[src/design/mpv_pkg.sv]
package mpv_pkg;

  typedef struct packed {
    logic load_leaf;   // copy given digest into running digest
    logic start_blk;   // begin a compression block
    logic blk_sel;     // 0 first block, 1 second block
    logic round_en;    // run one round
    logic finish_blk;  // add working variables into chaining value
    logic commit;      // copy chaining value into running digest
  } mpv_cmd_t;

  typedef struct packed {
    logic round_last;  // round counter at 63
  } mpv_sts_t;

  localparam logic [7:0] PREFIX_BYTE = 8'h03;

  localparam logic [255:0] H_INIT = {
    32'h6a09e667, 32'hbb67ae85, 32'h3c6ef372, 32'ha54ff53a,
    32'h510e527f, 32'h9b05688c, 32'h1f83d9ab, 32'h5be0cd19
  };

  function automatic logic [31:0] k_round(input logic [5:0] i);
    logic [31:0] k;
    unique case (i)
      6'd0: k = 32'h428a2f98; 6'd1: k = 32'h71374491; 6'd2: k = 32'hb5c0fbcf;
      6'd3: k = 32'he9b5dba5; 6'd4: k = 32'h3956c25b; 6'd5: k = 32'h59f111f1;
      6'd6: k = 32'h923f82a4; 6'd7: k = 32'hab1c5ed5; 6'd8: k = 32'hd807aa98;
      6'd9: k = 32'h12835b01; 6'd10: k = 32'h243185be; 6'd11: k = 32'h550c7dc3;
      6'd12: k = 32'h72be5d74; 6'd13: k = 32'h80deb1fe; 6'd14: k = 32'h9bdc06a7;
      6'd15: k = 32'hc19bf174; 6'd16: k = 32'he49b69c1; 6'd17: k = 32'hefbe4786;
      6'd18: k = 32'h0fc19dc6; 6'd19: k = 32'h240ca1cc; 6'd20: k = 32'h2de92c6f;
      6'd21: k = 32'h4a7484aa; 6'd22: k = 32'h5cb0a9dc; 6'd23: k = 32'h76f988da;
      6'd24: k = 32'h983e5152; 6'd25: k = 32'ha831c66d; 6'd26: k = 32'hb00327c8;
      6'd27: k = 32'hbf597fc7; 6'd28: k = 32'hc6e00bf3; 6'd29: k = 32'hd5a79147;
      6'd30: k = 32'h06ca6351; 6'd31: k = 32'h14292967; 6'd32: k = 32'h27b70a85;
      6'd33: k = 32'h2e1b2138; 6'd34: k = 32'h4d2c6dfc; 6'd35: k = 32'h53380d13;
      6'd36: k = 32'h650a7354; 6'd37: k = 32'h766a0abb; 6'd38: k = 32'h81c2c92e;
      6'd39: k = 32'h92722c85; 6'd40: k = 32'ha2bfe8a1; 6'd41: k = 32'ha81a664b;
      6'd42: k = 32'hc24b8b70; 6'd43: k = 32'hc76c51a3; 6'd44: k = 32'hd192e819;
      6'd45: k = 32'hd6990624; 6'd46: k = 32'hf40e3585; 6'd47: k = 32'h106aa070;
      6'd48: k = 32'h19a4c116; 6'd49: k = 32'h1e376c08; 6'd50: k = 32'h2748774c;
      6'd51: k = 32'h34b0bcb5; 6'd52: k = 32'h391c0cb3; 6'd53: k = 32'h4ed8aa4a;
      6'd54: k = 32'h5b9cca4f; 6'd55: k = 32'h682e6ff3; 6'd56: k = 32'h748f82ee;
      6'd57: k = 32'h78a5636f; 6'd58: k = 32'h84c87814; 6'd59: k = 32'h8cc70208;
      6'd60: k = 32'h90befffa; 6'd61: k = 32'ha4506ceb; 6'd62: k = 32'hbef9a3f7;
      default: k = 32'hc67178f2;
    endcase
    return k;
  endfunction

endpackage

[src/design/mpv_ctrl.sv]
module mpv_ctrl (
  input  logic              clk,
  input  logic              rst,
  input  logic              start_load,
  input  logic              start_step,
  input  mpv_pkg::mpv_sts_t sts,
  output mpv_pkg::mpv_cmd_t cmd,
  output logic              busy
);

  typedef enum logic [2:0] {
    IDLE, INIT1, ROUND1, FIN1, INIT2, ROUND2, FIN2, COMMIT
  } state_t;

  state_t state;

  always_ff @(posedge clk) begin
    if (rst) begin
      state <= IDLE;
    end else begin
      unique case (state)
        IDLE:   if (start_step) state <= INIT1;
        INIT1:  state <= ROUND1;
        ROUND1: if (sts.round_last) state <= FIN1;
        FIN1:   state <= INIT2;
        INIT2:  state <= ROUND2;
        ROUND2: if (sts.round_last) state <= FIN2;
        FIN2:   state <= COMMIT;
        COMMIT: state <= IDLE;
        default: state <= IDLE;
      endcase
    end
  end

  always_comb begin
    cmd            = '0;
    cmd.load_leaf  = (state == IDLE) && start_load;
    cmd.start_blk  = (state == INIT1) || (state == INIT2);
    cmd.blk_sel    = (state == INIT2);
    cmd.round_en   = (state == ROUND1) || (state == ROUND2);
    cmd.finish_blk = (state == FIN1) || (state == FIN2);
    cmd.commit     = (state == COMMIT);
    busy           = (state != IDLE);
  end

endmodule

[src/design/mpv_datapath.sv]
module mpv_datapath (
  input  logic              clk,
  input  logic              rst,
  input  mpv_pkg::mpv_cmd_t cmd,
  input  logic              capture,
  input  logic [255:0]      given,
  input  logic              sib_left,
  output mpv_pkg::mpv_sts_t sts,
  output logic [255:0]      digest
);

  logic [255:0] running;
  logic [255:0] other;
  logic         side;
  logic [255:0] chain;
  logic [255:0] work;
  logic [511:0] sched;
  logic [5:0]   rnd;

  logic [519:0] msg;
  logic [1023:0] padded;
  logic [31:0] a, b, c, d, e, f, g, h, w0, w1, w9, w14, s0, s1, wn;
  logic [31:0] bs1, ch, t1, bs0, mj, t2;

  always_comb begin
    msg = side ? {mpv_pkg::PREFIX_BYTE, other, running}
               : {mpv_pkg::PREFIX_BYTE, running, other};
    padded = {msg, 8'h80, 480'd0, 16'h0208};
    {a, b, c, d, e, f, g, h} = work;
    w0  = sched[511:480];
    w1  = sched[479:448];
    w9  = sched[223:192];
    w14 = sched[63:32];
    s0  = {w1[6:0], w1[31:7]} ^ {w1[17:0], w1[31:18]} ^ (w1 >> 3);
    s1  = {w14[16:0], w14[31:17]} ^ {w14[18:0], w14[31:19]} ^ (w14 >> 10);
    wn  = w0 + s0 + w9 + s1;
    bs1 = {e[5:0], e[31:6]} ^ {e[10:0], e[31:11]} ^ {e[24:0], e[31:25]};
    ch  = (e & f) ^ (~e & g);
    t1  = h + bs1 + ch + mpv_pkg::k_round(rnd) + w0;
    bs0 = {a[1:0], a[31:2]} ^ {a[12:0], a[31:13]} ^ {a[21:0], a[31:22]};
    mj  = (a & b) ^ (a & c) ^ (b & c);
    t2  = bs0 + mj;
  end

  always_ff @(posedge clk) begin
    if (rst) begin
      running <= '0;
      rnd     <= '0;
    end else begin
      if (cmd.load_leaf) running <= given;
      if (cmd.commit) running <= chain;
      if (cmd.start_blk) rnd <= '0;
      else if (cmd.round_en) rnd <= rnd + 6'd1;
    end
  end

  always_ff @(posedge clk) begin
    if (capture) begin
      other <= given;
      side  <= sib_left;
    end
    if (cmd.start_blk) begin
      if (!cmd.blk_sel) begin
        chain <= mpv_pkg::H_INIT;
        work  <= mpv_pkg::H_INIT;
        sched <= padded[1023:512];
      end else begin
        work  <= chain;
        sched <= padded[511:0];
      end
    end else if (cmd.round_en) begin
      work  <= {t1 + t2, a, b, c, d + t1, e, f, g};
      sched <= {sched[479:0], wn};
    end else if (cmd.finish_blk) begin
      for (int i = 0; i < 8; i++) begin
        chain[32*i +: 32] <= chain[32*i +: 32] + work[32*i +: 32];
      end
    end
  end

  assign sts.round_last = (rnd == 6'd63);
  assign digest = running;

endmodule

[src/design/merkle_path_verify.sv]
// Channel   Direction  Word layout (low bit first)
// s_axis    in         tdata: word_0, word_1, word_2, word_3; tuser: action, sibling_is_left
// m_axis    out        tdata: root_0, root_1, root_2, root_3
//
// A path step runs two SHA-256 compression blocks of 64 rounds each
// through one shared round unit, plus setup, final add and commit
// cycles. The round unit sets the rate.
// After a word with tlast, the root moves into the output register
// before the next input word can be taken.
// Reset clears the running digest to zero and the controller to idle.
// The next input word is refused while a step runs, while a root waits to
// enter the output register, and while that register is full and not being
// drained.
module merkle_path_verify (
  input  logic         clk,
  input  logic         rst,
  input  logic         s_axis_tvalid,
  output logic         s_axis_tready,
  input  logic [255:0] s_axis_tdata,   // word_0, word_1, word_2, word_3
  input  logic [1:0]   s_axis_tuser,   // action, sibling_is_left
  input  logic         s_axis_tlast,
  output logic         m_axis_tvalid,
  input  logic         m_axis_tready,
  output logic [255:0] m_axis_tdata    // root_0, root_1, root_2, root_3
);

  mpv_pkg::mpv_cmd_t cmd;
  mpv_pkg::mpv_sts_t sts;
  logic         busy;
  logic         accept;
  logic         pend_last;  // emit once the current item finishes
  logic [255:0] digest;
  logic [255:0] given;
  logic         emit_now;

  // Fields arrive word_0 lowest; the hash wants word_0 at the top.
  assign given = {s_axis_tdata[63:0], s_axis_tdata[127:64],
                  s_axis_tdata[191:128], s_axis_tdata[255:192]};

  assign s_axis_tready = !busy && !pend_last && (!m_axis_tvalid || m_axis_tready);
  assign accept = s_axis_tvalid && s_axis_tready;

  mpv_ctrl u_ctrl (
    .clk(clk), .rst(rst),
    .start_load(accept && !s_axis_tuser[0]),
    .start_step(accept && s_axis_tuser[0]),
    .sts(sts), .cmd(cmd), .busy(busy)
  );

  mpv_datapath u_dp (
    .clk(clk), .rst(rst), .cmd(cmd),
    .capture(accept), .given(given), .sib_left(s_axis_tuser[1]),
    .sts(sts), .digest(digest)
  );

  // The running digest is final the cycle after a load or a commit.
  assign emit_now = pend_last && !busy;

  always_ff @(posedge clk) begin
    if (rst) begin
      pend_last     <= 1'b0;
      m_axis_tvalid <= 1'b0;
    end else begin
      if (accept) pend_last <= s_axis_tlast;
      else if (emit_now) pend_last <= 1'b0;
      if (emit_now) m_axis_tvalid <= 1'b1;
      else if (m_axis_tready) m_axis_tvalid <= 1'b0;
    end
  end

  always_ff @(posedge clk) begin
    if (emit_now) begin
      m_axis_tdata <= {digest[63:0], digest[127:64], digest[191:128], digest[255:192]};
    end
  end

  assert property (@(posedge clk) disable iff (rst) accept |-> !busy);
  assert property (@(posedge clk) disable iff (rst) emit_now |-> !m_axis_tvalid || m_axis_tready)
    else $error("result overwritten");
  assert property (@(posedge clk) disable iff (rst) cmd.commit |=> !busy)
    else $error("commit did not return to idle");

endmodule
[config.mk]
export PLATFORM = sky130hd
export DESIGN_NAME = merkle_path_verify
export DESIGN_NICKNAME = d
export VERILOG_FILES = /design/src/design/mpv_pkg.sv /design/src/design/mpv_ctrl.sv /design/src/design/mpv_datapath.sv /design/src/design/merkle_path_verify.sv
export SDC_FILE = /design/constraint.sdc
export NUM_CORES = 2
export LEC_CHECK = 0
export BUFFER_PORTS_ARGS = -buffer_cell sky130_fd_sc_hd__buf_2
export CAP_MARGIN = 20
export CORE_ASPECT_RATIO = 0.8
export CORE_MARGIN = 2
export CORE_UTILIZATION = 45
export DETAILED_ROUTE_END_ITERATION = 10
export HOLD_SLACK_MARGIN = 0.06
export PLACE_DENSITY = 0.7
export SYNTH_ARGS = -nofsm -noshare
export SYNTH_HDL_FRONTEND = slang
export SYNTH_SLANG_ARGS = --single-unit
[constraint.sdc]
create_clock -name clk -period 22.9 [get_ports clk]
set_clock_uncertainty 0.05 [all_clocks]
set_input_delay 3.435 -clock clk [delete_from_list [all_inputs] [get_ports clk]]
set_output_delay 3.435 -clock clk [all_outputs]
set_load 0.01 [all_outputs]
==> metrics.cfg <==
[outcome]
status = completed

[finish]
multi_input_area_sq_um = 45400
drive_gt1_frac = 0.100
seq_area_sq_um = 52100
final_core_util = 0.506
fin_nets = 10608
fill_cells = 19900
area_growth_pct = 11.9

[clocking]
clockBufferDepth = 3
root_buffer = clkbuf_16
ctsResizeCount = 0
cts.clk_slew.worst_paths_ns = 0.06
postCtsSetupBuffers = 0
numClockSinks = 1836
numCtsBuffers = 187
clk_latency_ns = 0.88
cts_tree = yes
cts_hold_repair.buffers = 0
htreeDepth = 4

[logic_synthesis]
ys_warn_count = 0
netlist_instances = 9451
synth_fa_ha_area_frac = 0.0880
synth_area_leaders = edfxtp_1 (46%), dfxtp_1 (5.9%), mux2i_1 (5.4%)
syn_avg_cell_area_sq_um = 10.7
synth_seq_cells = 1836
synthesis.area_sq_um = 101000
synth_compound_area_frac = 0.153
synth.area.mux_share = 0.0548
synth-simple-area-share = 0.103
synth-edff-count = 1537
synthArstFlopShare = 0
yosysTopAreaCellShare = 0.457
synth_top_family_by_area = compound AO/OA/AOI/OAI gates
synth.distinct_cells = 88
synth_ff_type = edfxtp_1
synth_xor_area_frac = 0.0502
ys_seq_area_frac = 0.517
synth_nets = 10299
yosysTopAreaCell = edfxtp_1

[global_routing]
grt_max_degree = 180
grt_pass1_vias = 74047
antenna_found_initial = 51
grt_remaining_overflow = 0
grt_pass1_wl_um = 592000
groute.usage.overall = 0.373

[floorplanning]
start_util = 0.452
num_io_pins = 521
rows = 155
die_area_sq_um = 228000
core-area_sq_um = 223000
fp.dieH_um = 428
fp.dieW_um = 533

[setup_path]
start_kind = register
crit_path_start = u_dp.work[123]
crit_slowest_cell = o311ai_0
path_depth = 27
critPathBufInv = 3
rrSetupSlack_ns = 14.23
r2r_end = u_dp.work[255]
r2r_start = u_dp.work[123]
critical_path_peak_fanout = 5
path_class = register to register
cp_common_cell = fa_1
cp-end-kind = register
reg2regPathDepth = 27
required_ns = 23.50
path_delay_family = compound AO/OA/AOI/OAI gates
max_stage_delay_ns = 0.83
arrival_ns = 9.28

[placement]
post-dp-hpwl_um = 337000
gp_congestion = 1.05
numPortBuffers = 520

[sta]
timing.slew.headroom = 0.184
setup-violations-final = 0
finalCritPeriodShare = 0.379
drv_slew = 0
rsz0062_at_grt = no
worst_slew_pin_slew_ns = 1.22
fin_crit_ns = 8.67
holdWs_ns = 0.441
fmax_mhz = 115
final_hold_viol_count = 0
final.setup.tns_ns = 0

[detailed_routing]
vias_per_cell = 6.40
vias = 82590
routed_wl_um = 440000
avgRoutedWirePerCell_um = 34.1
drc = 0
first_iter_violations = 14287
drtAntennaViolNets = 0
dr.pass1.iters = 9

[worst_hold_path]
hold_path_depth = 0
min_to = m_axis_tdata[131]
hold_path_class = register to register
hp-start = u_dp.digest[67]

[flow_run]
cap_viol_max_count = 0

==> worst register-to-register path: cells and delay by family, from the launching register on <==
kind / cells / cell delay, ns
compound gates: 15 / 4.21
buf+inv: 3 / 0.17
xor+xnor: 3 / 0.76
flops: 1 / 0.56
fa+ha+maj: 6 / 2.67
==> worst max path at each step <==
stage,end
after floorplan,u_dp.sched[0]
after global placement,u_dp.work[255]
after detailed placement,u_dp.work[255]
after CTS,u_dp.work[255]
after global routing,u_dp.work[254]
final,u_dp.work[255]
==> cell families after synthesis <==
| logic type | count (synthesis) |
|---|---|
| DFF | 1836 |
| and+or+nand+nor | 2517 |
| muxes | 550 |
| adders and majority gates | 594 |
| AOI/OAI and AO/OA | 2456 |
| xor gates and xnor gates | 574 |
| buffers and inverters | 924 |
==> Yosys cell counts, drive strengths merged, types with 9 or more instances <==
| cell type | count |
|---|---|
| a22oi | 14 |
| nor2b | 38 |
| o22ai | 44 |
| a2111oi | 18 |
| and3 | 27 |
| xor2 | 166 |
| fa | 195 |
| a22o | 25 |
| nand4 | 20 |
| and2 | 19 |
| dfxtp | 299 |
| or4 | 10 |
| xnor2 | 406 |
| o21ai | 893 |
| a221oi | 11 |
| ha | 390 |
| mux2i | 544 |
| nor3b | 10 |
| o311ai | 17 |
| buf | 36 |
| nand3 | 71 |
| a21o | 189 |
| nand2 | 1419 |
| a31oi | 45 |
| maj3 | 9 |
| a311oi | 274 |
| or3 | 27 |
| nor3 | 70 |
| o211ai | 50 |
| a211o | 16 |
| o22a | 34 |
| o21bai | 42 |
| a21oi | 557 |
| nor2 | 687 |
| edfxtp | 1537 |
| a211oi | 50 |
| inv | 396 |
| or2 | 13 |
| nor4 | 10 |
| clkbuf | 489 |
| o21a | 54 |
| o31ai | 29 |
| nand2b | 77 |
| a221o | 9 |
==> cells in the final DEF (no fill, tap or decap), drive strengths merged, types with 18 or more instances in the layout <==
| cell type | count |
|---|---|
| a31oi | 45 |
| xor2 | 166 |
| o31ai | 29 |
| nor2b | 38 |
| inv | 402 |
| nand2 | 1419 |
| a22o | 25 |
| dfxtp | 299 |
| or3 | 27 |
| a21o | 189 |
| nand2b | 77 |
| bufinv | 20 |
| o21a | 54 |
| o21bai | 42 |
| clkbuf | 252 |
| a2111oi | 18 |
| and2 | 19 |
| nand3 | 71 |
| nor3 | 70 |
| ha | 390 |
| a21oi | 557 |
| buf | 641 |
| xnor2 | 406 |
| and3 | 27 |
| edfxtp | 1537 |
| o22ai | 44 |
| clkinv | 61 |
| mux2i | 544 |
| o211ai | 50 |
| o21ai | 893 |
| fa | 195 |
| a211oi | 50 |
| o22a | 34 |
| nand4 | 20 |
| nor2 | 687 |
| a311oi | 274 |
==> routing by layer <==
metal	wire, um	global-route usage	vias up
met5	418	0.00720	-
met4	21000	0.154	30
met3	64000	0.125	744
met2	179000	0.519	5900
met1	176000	0.529	41039
li1	-	-	34877
==> through the flow <==
stage | cell area (sq um) | instances | worst slack (ns)
6_report | 113000 | 12910 | 14.23
5_1_grt | 113000 | 12902 | 13.65
4_1_cts | 113000 | 12891 | 14.26
3_5_place_dp | 106000 | 12543 | 14.40
3_3_place_gp | 106000 | 12543 | 14.30
2_1_floorplan | 101000 | 9451 | 3.22
==> sequential cells by signal (all words and copies together) (netlist names), named ones only <==
name,flops
u_dp.side,1
u_dp.work,256
u_dp.other,256
u_dp.sched,512
m_axis_tdata,256
u_dp.rnd,6
pend_last,1
u_ctrl.state,3
m_axis_tvalid,1
u_dp.digest,256
u_dp.chain,256
==> layout make-up <==
class	instances	share of cell area
Timing Repair Buffer	645	0.0328
Inverter	399	0.0133
Multi-Input combinational cell	6691	0.402
Antenna cell	8	0.000177
Clock buffer	248	0.0453
Tap cell	2983	0.0331
Clock inverter	100	0.0112
Sequential cell	1836	0.462
Power is not shown: default switching activity piles up to over one toggle a cycle in this logic, so the estimate is an artifact.
